<file path="src/edit_distance_engine_core_defines.svh">
// Assertion macros shared by the edit distance engine RTL.
// No dependencies; define NO_ASSERTIONS to compile the checks out.
`ifndef EDIT_DISTANCE_ENGINE_CORE_DEFINES_SVH
`define EDIT_DISTANCE_ENGINE_CORE_DEFINES_SVH

`ifndef NO_ASSERTIONS

// prop must hold at every clock edge outside reset
`define EDC_ASSERT(lbl, clk, rstn, prop, msg) \
    lbl: assert property (@(posedge clk) disable iff (!rstn) prop) \
        else $error(msg);

// cond must never be true at a clock edge outside reset
`define EDC_NEVER(lbl, clk, rstn, cond, msg) \
    lbl: assert property (@(posedge clk) disable iff (!rstn) !(cond)) \
        else $error(msg);

`else

`define EDC_ASSERT(lbl, clk, rstn, prop, msg)

`define EDC_NEVER(lbl, clk, rstn, cond, msg)

`endif

`endif

</file>
<file path="src/edc_pkg.sv">
// Shared types, codes and sizes for the edit distance engine.
// No dependencies; imported by every module of the block.
`default_nettype none

package edc_pkg;

    localparam int MAX_LEN_DEF     = 64;
    localparam int QUEUE_DEPTH_DEF = 4;

    localparam int MODE_W   = 2;
    localparam int SYM_W    = 8;
    localparam int DIST_W   = 7;
    localparam int DIST_MAX = 127;

    localparam logic [MODE_W-1:0] MODE_APPEND_A = 2'd0;
    localparam logic [MODE_W-1:0] MODE_APPEND_B = 2'd1;
    localparam logic [MODE_W-1:0] MODE_COMPUTE  = 2'd2;

    typedef enum logic [1:0] {
        OP_APPEND_A,
        OP_APPEND_B,
        OP_COMPUTE
    } op_t;

    typedef struct packed {
        op_t              op;
        logic [SYM_W-1:0] symbol;
    } item_t;

    // one classified beat with its valid mark
    typedef struct packed {
        logic  valid;
        item_t item;
    } item_beat_t;

    typedef enum logic [1:0] {
        ST_IDLE,
        ST_ROW_START,
        ST_CELL
    } back_state_t;

endpackage

`default_nettype wire

</file>
<file path="src/edit_distance_engine_core.sv">
// Top level of the Levenshtein edit distance engine.
// Depends on edc_pkg, edc_front, edc_queue and edc_back.
`default_nettype none

// Command beats (start high while busy low) append a byte to string A
// (mode 0) or string B (mode 1), or ask for the distance (mode 2); mode 3
// is accepted and ignored. Each string holds MAX_LEN bytes; further appends
// are dropped and set the overflow flag of the job. A request produces one
// result beat: done is high for exactly one cycle with distance and overflow,
// and the receiver cannot stall it. The request then empties both strings.
// Timing: the back end takes an append in its idle state. A request with strings
// of n1 and n2 bytes runs n1 rows in the back end; each row has a row-start
// step to fetch the row's A byte, then n2 DP cells at one cell per cycle; with
// an empty string the result is given from the idle state, with no DP run.
// The result strobe comes in the cycle after the last cell. A front register
// and a QUEUE_DEPTH-deep queue buffer commands, so appends behind a request
// are taken while it runs; busy rises only when both are full.
module edit_distance_engine_core
    import edc_pkg::*;
#(
    parameter int MAX_LEN     = MAX_LEN_DEF,
    parameter int QUEUE_DEPTH = QUEUE_DEPTH_DEF
)
(
    input  wire logic              clk,
    input  wire logic              rst_n,
    input  wire logic              start,
    output logic                   busy,
    input  wire logic [MODE_W-1:0] mode,
    input  wire logic [SYM_W-1:0]  symbol,
    output logic                   done,
    output logic [DIST_W-1:0]      distance,
    output logic                   overflow
);

    item_beat_t push_beat;   // front -> queue
    item_beat_t head;        // queue -> back
    logic       q_full;
    logic       pop;

    // decode and drop unused modes
    edc_front u_front (
        .clk       (clk),
        .rst_n     (rst_n),
        .start     (start),
        .mode      (mode),
        .symbol    (symbol),
        .q_full    (q_full),
        .busy      (busy),
        .push_beat (push_beat)
    );

    // decouples command intake from the long DP runs
    edc_queue #(
        .DEPTH (QUEUE_DEPTH)
    ) u_queue (
        .clk       (clk),
        .rst_n     (rst_n),
        .push_beat (push_beat),
        .pop       (pop),
        .full      (q_full),
        .head      (head)
    );

    // string stores, cost row and the DP sequencer
    edc_back #(
        .MAX_LEN (MAX_LEN)
    ) u_back (
        .clk      (clk),
        .rst_n    (rst_n),
        .head     (head),
        .pop      (pop),
        .done     (done),
        .distance (distance),
        .overflow (overflow)
    );

endmodule

`default_nettype wire

</file>
<file path="src/edc_queue.sv">
// Small FIFO of classified beats between the front and back ends.
// Depends on edc_pkg and the shared assertion macros.
`default_nettype none
`include "edit_distance_engine_core_defines.svh"

module edc_queue
    import edc_pkg::*;
#(
    parameter int DEPTH = QUEUE_DEPTH_DEF
)
(
    input  wire logic       clk,
    input  wire logic       rst_n,
    input  wire item_beat_t push_beat,
    input  wire logic       pop,
    output logic            full,
    output item_beat_t      head
);

    localparam int PW = (DEPTH > 1) ? $clog2(DEPTH) : 1;
    localparam int CNTW = $clog2(DEPTH + 1);
    localparam logic [CNTW-1:0] CNT_FULL = CNTW'(DEPTH);
    localparam logic [PW-1:0] PTR_LAST = PW'(DEPTH - 1);

    item_t            entry_q [DEPTH];
    logic [PW-1:0]    wr_ptr_reg, wr_ptr_next;
    logic [PW-1:0]    rd_ptr_reg, rd_ptr_next;
    logic [CNTW-1:0]  count_reg, count_next;
    logic             do_push;
    logic             do_pop;

    assign full       = (count_reg == CNT_FULL);
    assign head.valid = (count_reg != '0);
    assign head.item  = entry_q[rd_ptr_reg];

    assign do_push = push_beat.valid && !full;
    assign do_pop  = pop && head.valid;

    always_comb
    begin
        wr_ptr_next = wr_ptr_reg;
        rd_ptr_next = rd_ptr_reg;
        count_next  = count_reg;
        if (do_push)
        begin
            wr_ptr_next = (wr_ptr_reg == PTR_LAST) ? '0 : PW'(wr_ptr_reg + 1'b1);
        end
        if (do_pop)
        begin
            rd_ptr_next = (rd_ptr_reg == PTR_LAST) ? '0 : PW'(rd_ptr_reg + 1'b1);
        end
        if (do_push && !do_pop)
        begin
            count_next = CNTW'(count_reg + 1'b1);
        end
        else if (do_pop && !do_push)
        begin
            count_next = CNTW'(count_reg - 1'b1);
        end
    end

    always_ff @(posedge clk or negedge rst_n)
    begin
        if (!rst_n)
        begin
            wr_ptr_reg <= '0;
            rd_ptr_reg <= '0;
            count_reg  <= '0;
        end
        else
        begin
            wr_ptr_reg <= wr_ptr_next;
            rd_ptr_reg <= rd_ptr_next;
            count_reg  <= count_next;
        end
    end

    always_ff @(posedge clk)
    begin
        if (do_push)
        begin
            entry_q[wr_ptr_reg] <= push_beat.item;
        end
    end

    `EDC_ASSERT(a_q_ptrs, clk, rst_n, (count_reg == '0 || full) |-> (wr_ptr_reg == rd_ptr_reg), "queue pointers out of step")
    `EDC_NEVER(a_q_pop_empty, clk, rst_n, pop && !head.valid, "pop from empty queue")
    `EDC_ASSERT(a_q_count, clk, rst_n, count_reg <= CNT_FULL, "queue count out of range")

endmodule

`default_nettype wire

</file>
<file path="src/edc_front.sv">
// Front end: takes command beats, decodes the mode and drops unused codes.
// Depends on edc_pkg; feeds edc_queue.
`default_nettype none

module edc_front
    import edc_pkg::*;
(
    input  wire logic              clk,
    input  wire logic              rst_n,
    input  wire logic              start,
    input  wire logic [MODE_W-1:0] mode,
    input  wire logic [SYM_W-1:0]  symbol,
    input  wire logic              q_full,
    output logic                   busy,
    output item_beat_t             push_beat
);

    logic  vld_reg, vld_next;
    item_t item_reg, item_next;
    logic  accept;
    logic  known;
    op_t   op_dec;
    logic  push;

    assign busy   = vld_reg && q_full;
    assign accept = start && !busy;
    assign push   = vld_reg && !q_full;

    assign push_beat.valid = vld_reg;
    assign push_beat.item  = item_reg;

    always_comb
    begin
        known  = 1'b1;
        op_dec = OP_APPEND_A;
        unique case (mode)
            MODE_APPEND_A: op_dec = OP_APPEND_A;
            MODE_APPEND_B: op_dec = OP_APPEND_B;
            MODE_COMPUTE:  op_dec = OP_COMPUTE;
            default:       known  = 1'b0;
        endcase
    end

    always_comb
    begin
        item_next = item_reg;
        vld_next  = vld_reg;
        if (push)
        begin
            vld_next = 1'b0;
        end
        // unused mode codes are taken and thrown away here
        if (accept && known)
        begin
            vld_next         = 1'b1;
            item_next.op     = op_dec;
            item_next.symbol = symbol;
        end
    end

    always_ff @(posedge clk or negedge rst_n)
    begin
        if (!rst_n)
        begin
            vld_reg <= 1'b0;
        end
        else
        begin
            vld_reg <= vld_next;
        end
    end

    always_ff @(posedge clk)
    begin
        item_reg <= item_next;
    end

endmodule

`default_nettype wire

</file>
<file path="src/edc_back.sv">
// Back end: string stores, cost row memory and the cell-by-cell DP sequencer.
// Depends on edc_pkg and the shared assertion macros.
`default_nettype none
`include "edit_distance_engine_core_defines.svh"

module edc_back
    import edc_pkg::*;
#(
    parameter int MAX_LEN = MAX_LEN_DEF
)
(
    input  wire logic        clk,
    input  wire logic        rst_n,
    input  wire item_beat_t  head,
    output logic             pop,
    output logic             done,
    output logic [DIST_W-1:0] distance,
    output logic             overflow
);

    localparam int LW = $clog2(MAX_LEN + 1);
    localparam int AW = (MAX_LEN > 1) ? $clog2(MAX_LEN) : 1;
    localparam int CW = (LW > DIST_W) ? LW : DIST_W;
    localparam logic [LW-1:0] LEN_MAX = LW'(MAX_LEN);
    localparam logic [LW-1:0] ONE     = LW'(1);

    // stores
    logic [SYM_W-1:0] str_a_mem [MAX_LEN];
    logic [SYM_W-1:0] str_b_mem [MAX_LEN];
    logic [LW-1:0]    row_mem   [MAX_LEN];

    logic [SYM_W-1:0] a_rd_reg;
    logic [SYM_W-1:0] b_rd_reg;
    logic [LW-1:0]    row_rd_reg;

    logic             a_we, b_we, a_re, row_we;
    logic [AW-1:0]    a_waddr, b_waddr, a_raddr, b_raddr, row_raddr, row_waddr;

    back_state_t      state_reg, state_next;
    logic [LW-1:0]    len_a_reg, len_a_next;
    logic [LW-1:0]    len_b_reg, len_b_next;
    logic             ovf_reg, ovf_next;
    logic [LW-1:0]    i_reg, i_next;
    logic [LW-1:0]    j_reg, j_next;
    logic [LW-1:0]    diag_reg, diag_next;
    logic [LW-1:0]    left_reg, left_next;
    logic             done_reg, done_next;
    logic [DIST_W-1:0] dist_reg, dist_next;
    logic             ovf_out_reg, ovf_out_next;

    logic [LW-1:0]    above;
    logic [LW-1:0]    min_dl;
    logic [LW-1:0]    min_all;
    logic [LW-1:0]    cell_cost;
    logic             last_col;

    function automatic logic [DIST_W-1:0] sat_dist(input logic [LW-1:0] val);
        logic [CW-1:0] ext;
        ext = CW'(val);
        return (ext > CW'(DIST_MAX)) ? DIST_W'(DIST_MAX) : ext[DIST_W-1:0];
    endfunction

    assign done     = done_reg;
    assign distance = dist_reg;
    assign overflow = ovf_out_reg;

    // one DP cell; the first row's "above" is the implicit initial row j
    assign above     = (i_reg == ONE) ? j_reg : row_rd_reg;
    assign min_dl    = (diag_reg < left_reg) ? diag_reg : left_reg;
    assign min_all   = (min_dl < above) ? min_dl : above;
    assign cell_cost = (a_rd_reg == b_rd_reg) ? diag_reg : LW'(min_all + 1'b1);
    assign last_col  = (j_reg == len_b_reg);

    always_comb
    begin
        state_next   = state_reg;
        len_a_next   = len_a_reg;
        len_b_next   = len_b_reg;
        ovf_next     = ovf_reg;
        i_next       = i_reg;
        j_next       = j_reg;
        diag_next    = diag_reg;
        left_next    = left_reg;
        done_next    = 1'b0;
        dist_next    = dist_reg;
        ovf_out_next = ovf_out_reg;
        pop          = 1'b0;
        a_we         = 1'b0;
        b_we         = 1'b0;
        a_re         = 1'b0;
        row_we       = 1'b0;
        a_waddr      = AW'(len_a_reg);
        b_waddr      = AW'(len_b_reg);
        a_raddr      = AW'(i_reg - 1'b1);
        b_raddr      = '0;
        row_raddr    = '0;
        row_waddr    = AW'(j_reg - 1'b1);

        unique case (state_reg)
            ST_IDLE:
            begin
                if (head.valid)
                begin
                    pop = 1'b1;
                    case (head.item.op)
                        OP_APPEND_A:
                        begin
                            if (len_a_reg < LEN_MAX)
                            begin
                                a_we       = 1'b1;
                                len_a_next = LW'(len_a_reg + 1'b1);
                            end
                            else
                            begin
                                ovf_next = 1'b1;
                            end
                        end
                        OP_APPEND_B:
                        begin
                            if (len_b_reg < LEN_MAX)
                            begin
                                b_we       = 1'b1;
                                len_b_next = LW'(len_b_reg + 1'b1);
                            end
                            else
                            begin
                                ovf_next = 1'b1;
                            end
                        end
                        OP_COMPUTE:
                        begin
                            if (len_a_reg == '0 || len_b_reg == '0)
                            begin
                                // empty side: distance is the other length
                                done_next    = 1'b1;
                                dist_next    = sat_dist((len_a_reg == '0) ? len_b_reg
                                                                           : len_a_reg);
                                ovf_out_next = ovf_reg;
                                len_a_next   = '0;
                                len_b_next   = '0;
                                ovf_next     = 1'b0;
                            end
                            else
                            begin
                                i_next     = ONE;
                                state_next = ST_ROW_START;
                            end
                        end
                        default:
                        begin
                        end
                    endcase
                end
            end

            ST_ROW_START:
            begin
                // fetch a[i-1], b[0] and the old row entry for column 1
                a_re       = 1'b1;
                j_next     = ONE;
                diag_next  = LW'(i_reg - 1'b1);
                left_next  = i_reg;
                state_next = ST_CELL;
            end

            ST_CELL:
            begin
                row_we    = 1'b1;
                b_raddr   = last_col ? '0 : AW'(j_reg);
                row_raddr = last_col ? '0 : AW'(j_reg);
                if (last_col)
                begin
                    if (i_reg == len_a_reg)
                    begin
                        done_next    = 1'b1;
                        dist_next    = sat_dist(cell_cost);
                        ovf_out_next = ovf_reg;
                        len_a_next   = '0;
                        len_b_next   = '0;
                        ovf_next     = 1'b0;
                        state_next   = ST_IDLE;
                    end
                    else
                    begin
                        i_next     = LW'(i_reg + 1'b1);
                        state_next = ST_ROW_START;
                    end
                end
                else
                begin
                    j_next    = LW'(j_reg + 1'b1);
                    left_next = cell_cost;
                    diag_next = above;
                end
            end

            default:
            begin
                state_next = ST_IDLE;
            end
        endcase
    end

    always_ff @(posedge clk or negedge rst_n)
    begin
        if (!rst_n)
        begin
            state_reg   <= ST_IDLE;
            len_a_reg   <= '0;
            len_b_reg   <= '0;
            ovf_reg     <= 1'b0;
            i_reg       <= '0;
            j_reg       <= '0;
            done_reg    <= 1'b0;
        end
        else
        begin
            state_reg   <= state_next;
            len_a_reg   <= len_a_next;
            len_b_reg   <= len_b_next;
            ovf_reg     <= ovf_next;
            i_reg       <= i_next;
            j_reg       <= j_next;
            done_reg    <= done_next;
        end
    end

    always_ff @(posedge clk)
    begin
        diag_reg    <= diag_next;
        left_reg    <= left_next;
        dist_reg    <= dist_next;
        ovf_out_reg <= ovf_out_next;
    end

    // memories: one write and one registered read each
    always_ff @(posedge clk)
    begin
        if (a_we)
        begin
            str_a_mem[a_waddr] <= head.item.symbol;
        end
        if (a_re)
        begin
            a_rd_reg <= str_a_mem[a_raddr];
        end
    end

    always_ff @(posedge clk)
    begin
        if (b_we)
        begin
            str_b_mem[b_waddr] <= head.item.symbol;
        end
        b_rd_reg <= str_b_mem[b_raddr];
    end

    always_ff @(posedge clk)
    begin
        if (row_we)
        begin
            row_mem[row_waddr] <= cell_cost;
        end
        row_rd_reg <= row_mem[row_raddr];
    end

    `EDC_ASSERT(a_done_idle, clk, rst_n, done_reg |-> (state_reg == ST_IDLE), "strobe outside idle")
    `EDC_ASSERT(a_cell_range, clk, rst_n, (state_reg == ST_CELL) |-> (j_reg != '0 && j_reg <= len_b_reg && i_reg != '0 && i_reg <= len_a_reg), "cell index out of range")
    `EDC_ASSERT(a_len_bound, clk, rst_n, (len_a_reg <= LEN_MAX) && (len_b_reg <= LEN_MAX), "length beyond capacity")
    `EDC_ASSERT(a_done_clears, clk, rst_n, done_reg |-> (len_a_reg == '0 && len_b_reg == '0 && !ovf_reg), "job not cleared after result")

endmodule

`default_nettype wire

</file>
<file path="config.mk">
export PLATFORM = sky130hd
export DESIGN_NAME = edit_distance_engine_core
export DESIGN_NICKNAME = d
export VERILOG_FILES = /design/src/edc_pkg.sv /design/src/edit_distance_engine_core.sv /design/src/edc_queue.sv /design/src/edc_front.sv /design/src/edc_back.sv
export VERILOG_INCLUDE_DIRS = /design/src /design/src/src
export SDC_FILE = /design/constraint.sdc
export NUM_CORES = 2
export LEC_CHECK = 0
export BUFFER_PORTS_ARGS = -buffer_cell sky130_fd_sc_hd__buf_2
export CAP_MARGIN = 20
export CORE_UTILIZATION = 40
export DETAILED_ROUTE_END_ITERATION = 8
export PLACE_DENSITY = 0.61
export SLEW_MARGIN = 20
export SYNTH_ARGS = -nofsm -noshare
export SYNTH_HDL_FRONTEND = slang
export SYNTH_SLANG_ARGS = --single-unit
</file>
<file path="constraint.sdc">
create_clock -name clk -period 18.4 [get_ports clk]
set_input_delay 1.84 -clock clk [delete_from_list [all_inputs] [get_ports clk]]
set_output_delay 1.84 -clock clk [all_outputs]
set_load 0.05 [all_outputs]
</file>
Word-level counts from Yosys, hierarchy flattened
Memory sizes are Yosys's and may differ from the RTL's. A register that Yosys moved wholly into a read port is not among the register bits.
Cells that the tools add are included.
- register bits: 72
- memory bits (writable): 1512
- bits of input ports: 13
- output and inout port bits: 10
- memories: 4
- memories (memory ; words ; width ; rd ports ; clocked after Yosys merged registers in ; write ports ; RTL line ; RTL):
    u_back.str_a_mem ; 64 ; 8 ; 1 ; 1 ; 1 ; edc_back.sv:28 ; logic [SYM_W-1:0] str_a_mem [MAX_LEN];
    u_back.str_b_mem ; 64 ; 8 ; 1 ; 1 ; 1 ; edc_back.sv:29 ; logic [SYM_W-1:0] str_b_mem [MAX_LEN];
    u_back.row_mem ; 64 ; 7 ; 1 ; 1 ; 1 ; edc_back.sv:30 ; logic [LW-1:0] row_mem [MAX_LEN];
    u_queue.entry_q ; 4 ; 10 ; 1 ; 0 ; 1 ; edc_queue.sv:25 ; item_t entry_q [DEPTH];
- add/subtract/negate cells: 11
- order comparisons: 6
- eq/ne operators: 29
- muxes and demuxes: 92
- reductions and logical operators: 30
- operators by type and width (cell ; count):
    $mux W7 ; 27
    $pmux W7 S2 ; 9
    $mux W1 ; 40
    $add A7 B1 Y7 const B ; 5
    $eq A7 B7 Y1 ; 2
    $gt A7 B7 Y1 const B ; 2
    $logic_not A7 Y1 ; 2
    $lt A7 B7 Y1 ; 2
    $lt A7 B7 Y1 const B ; 2
    $reduce_and A7 Y1 ; 2
    $mux W2 ; 6
    $mux W6 ; 2
    $ne A3 B3 Y1 const B ; 4
    $reduce_and A6 Y1 ; 2
    $eq A2 B2 Y1 const B ; 5
    $ne A2 B2 Y1 const B ; 5
    $ne A3 B2 Y1 const B ; 3
    $eq A8 B8 Y1 ; 1
    $reduce_and A8 Y1 ; 1
    $reduce_bool A2 Y1 ; 4
    $eq A7 B1 Y1 const B ; 1
    $logic_and A1 B1 Y1 ; 7
    $sub A7 B1 Y7 const B ; 1
    $eq A2 B1 Y1 const B ; 3
    other kinds (19) ; 30

Depth between registers and ports, before layout
- depth after elaboration: 11
- mapped depth: 24
- mapped depth without buffers: 22

Modules after synthesis
Synthesis repeated with hierarchy kept, for this count alone.
- cells, all modules: 4194
- area total of the unflattened synthesis: 66098.4 um2
- by module, submodules not included (module ; instances ; cells each ; area each (um2) ; sequential area each (um2)):
    edc_back ; 1 ; 4087 ; 63801.2 ; 46204.3
    edc_queue ; 1 ; 89 ; 1920.6 ; 1376.3
    edc_front ; 1 ; 18 ; 376.6 ; 325.3

Least setup slack after synthesis
OpenSTA, ideal clock, no wires.
- path kind: register to register
- start: register u_back.diag_reg[2]
- end: memory u_back.row_mem[0][4] in the netlist's numbering (data pin)
- library setup time: 0.548 ns
- data arrival time: 6.258 ns
- data required time: 17.852 ns
- path slack: 11.594 ns
- stages on the path, launching flop included: 22
- cell sequence: edfxtp_1 -> ha_1 -> a21oi_1 -> o21ai_0 -> a21oi_1 -> mux2_2 -> ha_1 -> a21oi_1 -> o21a_1 -> nand2_1 -> a2111oi_4 -> nand2b_1 -> buf_4 -> mux2i_1 -> ha_1 -> clkbuf_1 -> nand4_1 -> a22o_1 -> a32o_1 -> nor3_1 -> a31oi_1 -> a21oi_1
- cells in the longest elaborated chain, start to end: 6
- ends and longest elaborated chain (what ; RTL line ; RTL):
    start, declared ; edc_back.sv:45 ; logic [LW-1:0] diag_reg, diag_next;
    start signal, assigned ; edc_back.sv:230 ; diag_reg <= diag_next;
    $lt A7 B7 Y1 ; edc_back.sv:69 ; assign min_dl = (diag_reg < left_reg) ? diag_reg : left_reg;
    $mux W7 (*) ; edc_back.sv:69 ;
    $lt A7 B7 Y1 ; edc_back.sv:70 ; assign min_all = (min_dl < above) ? min_dl : above;
    $mux W7 (*) ; edc_back.sv:70 ;
    $add A7 B1 Y7 (*) ; edc_back.sv:71 ; assign cell_cost = (a_rd_reg == b_rd_reg) ? diag_reg : LW'(min_all + 1'b1);
    $mux W7 (*) ; edc_back.sv:71 ;
    named net u_back.cell_cost[4] ; edc_back.sv:54 ; logic [LW-1:0] cell_cost;
    end, declared ; edc_back.sv:30 ;
The timed path passes the listed nets; every way through them passes the cells marked *.

Worst setup path after layout
- start: register u_back.left_reg[2]
- end: memory u_back.row_mem[37][4] in the netlist's numbering (data pin)
- cells in the longest elaborated chain, start to end: 6
- ends and longest elaborated chain (what ; RTL line ; RTL):
    start, declared ; edc_back.sv:46 ; logic [LW-1:0] left_reg, left_next;
    start signal, assigned ; edc_back.sv:231 ; left_reg <= left_next;
    $lt A7 B7 Y1 ; edc_back.sv:69 ;
    $mux W7 (*) ; edc_back.sv:69 ;
    $lt A7 B7 Y1 ; edc_back.sv:70 ;
    $mux W7 (*) ; edc_back.sv:70 ;
    $add A7 B1 Y7 (*) ; edc_back.sv:71 ;
    $mux W7 (*) ; edc_back.sv:71 ;
    named net u_back.cell_cost[4] ; edc_back.sv:54 ;
Marked as above.

==> results.toml <==
[status]
status = "completed"

[global_routing]
grt_use_met3 = 0.03737
antenna_found_initial = 3
grt_pass1_wl_um = 255000
grt_pass1_vias = 36934
top_usage_layer = "met2"
grtUsageMet1 = 0.3006
grtUsageMet2 = 0.3064
grt_overflow = 0
grt_use_total = 0.2044
grt_max_degree = 97

[power]
seq_power_share = 0.410
vdd_drop_max_uv = 385.0
power.density_nw_per_um2 = 196.4
power.leakage_nw = 23.11
share_comb_of_total_power = 0.360
internal_power_w = 0.009069
switching_power_w = 0.005467
power_frac_clock = 0.230
finalPower_w = 0.01454
swShare = 0.3761

[drt]
postRouteWirelength_um = 172500
ant_nets = 0
wire_per_inst_um = 26.63
drt_iter0_markers = 4476
first_pass_iters = 5
viasPerCell = 5.876
drc = 0
vias = 38061

[sta]
period_share = 0.3727
layout_min_cycle_time_ps = 6857
finalHoldViolCount = 0
slew_viol_final = 0
max_freq_mhz = 145.8
worst_clock_skew_ps = 38.93
max_slew_margin = 0.1873
timing.setup.tns_ps = 0
setup_viol = 0
tightest_slew_ps = 1204
rsz0062_at_grt = "no"

[layout]
final_nets = 4214
post-route-util = 0.4531
nFillCells = 14135
drive_above_1_share = 0.1516
largest_registers = "u_back.str_a_mem: 512 flops, u_back.str_b_mem: 512 flops, u_back.row_mem: 448 flops"
antennaDiodeCount = 0
syn_to_final_growth_pct = 12.00

[critical_path]
worst-setup-path-type = "register to register"
worst-path-max-fanout = 64
worstRegToRegCells = 21
endpoint_kind = "register"
setup.worst_path.start_class = "register"
cp_data_arrival_time_ps = 7350
crit_required_ps = 18890

[hold_path]
whs_path_depth = 0
hold_path.class = "register to register"

[clocking]
clk_latency_ps = 800
post-cts-setup-buffers = 0
cts_tree = "done"
cts_resized = 0
cts_root_buffer = "clkbuf_16"
htree_levels = 4
clkTransAtPathRegs_ps = 60
hold_buffers = 0
clockBufferDepth = 3
cts_buffers = 161
cts.sinks = 1607

[die]
core-area_um2 = 163300
num_rows = 148
die_height_um = 408.4
io_pins = 23
dieWidth_um = 408.4
initial_core_util = 0.4045
dieArea_um2 = 166800

[job]
cap_violations = 0

[logic_synthesis]
synth_top_area_cell = "edfxtp_1"
synth_edf_count = 1552
synth_cells = 4206
synth_area_um2 = 66070
yosysSeqAreaShare = 0.7251
async_flop_share = 0.02489
syn-num-nets = 4251
ys_warn_count = 0
synth_ff_type = "edfxtp_1"
ys_ff_latch = 1607
yosysUniqueCellTypes = 81
synth_area_leaders = "edfxtp_1 71%, mux4_2 6.1%, nor2_1 3.5%"
synth_top_area_frac = 0.7054
synth_area_per_cell_um2 = 15.71

[placed_design]
io_buffers = 22
dp_hpwl_um = 100600
routabilityCongestion = 0.8489
## worst max-delay path, cell delays in order (launching register included)
cell and delay [ps]:
edfxtp_1 490, inv_1 80, ha_1 310, a21oi_1 140
o21ai_0 160, a21oi_1 670, mux2_2 450, ha_1 290
a21oi_1 160, o21a_1 150, nand2_1 90, a2111oi_4 470
nand2b_1 450, mux2i_1 240, ha_1 470, nand4_1 220
a22o_1 270, a32o_1 210, nor3_1 220, a31oi_1 170
a21oi_4 210, buf_4 570
## power by group through the flow
stage               registers (W)  clock network (W)  logic (W)
floorplan                 0.00595                  0    0.00311
global placement          0.00602                  0    0.00516
detailed placement        0.00603                  0    0.00524
CTS                       0.00595            0.00338    0.00526
global route              0.00598            0.00351    0.00559
finish                    0.00596            0.00335    0.00523
## layout make-up
cell class                      instances  area [um^2]  area share
Clock buffer                          202         4338     0.05862
Clock inverter                         94         1023     0.01383
Inverter                               35        132.6    0.001792
Multi-Input combinational cell       2268        17140      0.2317
Sequential cell                      1607        47920      0.6476
Tap cell                             2175         2721     0.03677
Timing Repair Buffer                   96        723.2    0.009773
## cell usage in the layout (no fill, tap or decap), types with 60 or more instances in the layout
cell type  netlist  final
a2111o_1        60     60
a211oi_1        65     65
a21oi_1        150    147
buf_4            1     70
clkbuf_16        0    165
edfxtp_1      1552   1552
mux2i_1        134    134
mux4_2         178    170
nand2_1         91     87
nor2_1         621    619
nor2b_1         65     65
o211ai_1        70     70
o21ai_0         63     63
o22ai_1        126    126
o31ai_1         67     67
or2_2           67     67
## layer usage
| metal | share of wire | wire length [um] |
|---|---|---|
| met1 | 0.44 | 75150 |
| met2 | 0.45 | 78350 |
| met3 | 0.081 | 13950 |
| met4 | 0.029 | 5056 |
| met5 | 0 | 0 |
## cell families after synthesis
| family | count (synthesis) | share of synthesized area |
|---|---|---|
| xor+xnor | 43 | 0.005700 |
| flops | 1607 | 0.7251 |
| compound gates | 781 | 0.08541 |
| simple gates | 1089 | 0.07567 |
| mux | 323 | 0.08285 |
| fa+ha+maj | 32 | 0.006173 |
| buf+inv | 331 | 0.01915 |
## worst paths after layout
kind,start,endpoint,slack [ps]
max,u_back.left_reg[2],u_back.row_mem[37][4],11540
min,u_front.push_beat[3],u_queue.entry_q[0][3],500
max reg2reg,u_back.left_reg[2],u_back.row_mem[37][4],11540
min reg2reg,u_front.push_beat[3],u_queue.entry_q[0][3],500
max in group asynchronous,rst_n,u_back.i_reg[0],16780
min in group asynchronous,rst_n,u_front.vld_reg,1130
## cell usage after synthesis, types with 65 or more instances
cell      count
o22ai_1     126
edfxtp_1   1552
mux2i_1     134
o31ai_1      67
a21oi_1     150
clkbuf_1    235
nand2_1      91
or2_2        67
mux4_2      178
nor2_1      621
a211oi_1     65
o211ai_1     70
nor2b_1      65
## through the flow
stage | hold slack, ps | instances | instance area (um^2) | setup WS [ps]
after floorplan | 447.0 | 4206 | 66070 | 11590
after global placement | 472.6 | 6179 | 68590 | 11670
after detailed placement | 494.8 | 6180 | 68620 | 11660
after CTS | 505.8 | 6476 | 73980 | 11600
after global routing | 523.0 | 6477 | 74000 | 11180
final | 499.4 | 6477 | 74000 | 11540
No activity file was read; power rests on OpenSTA's default activity.
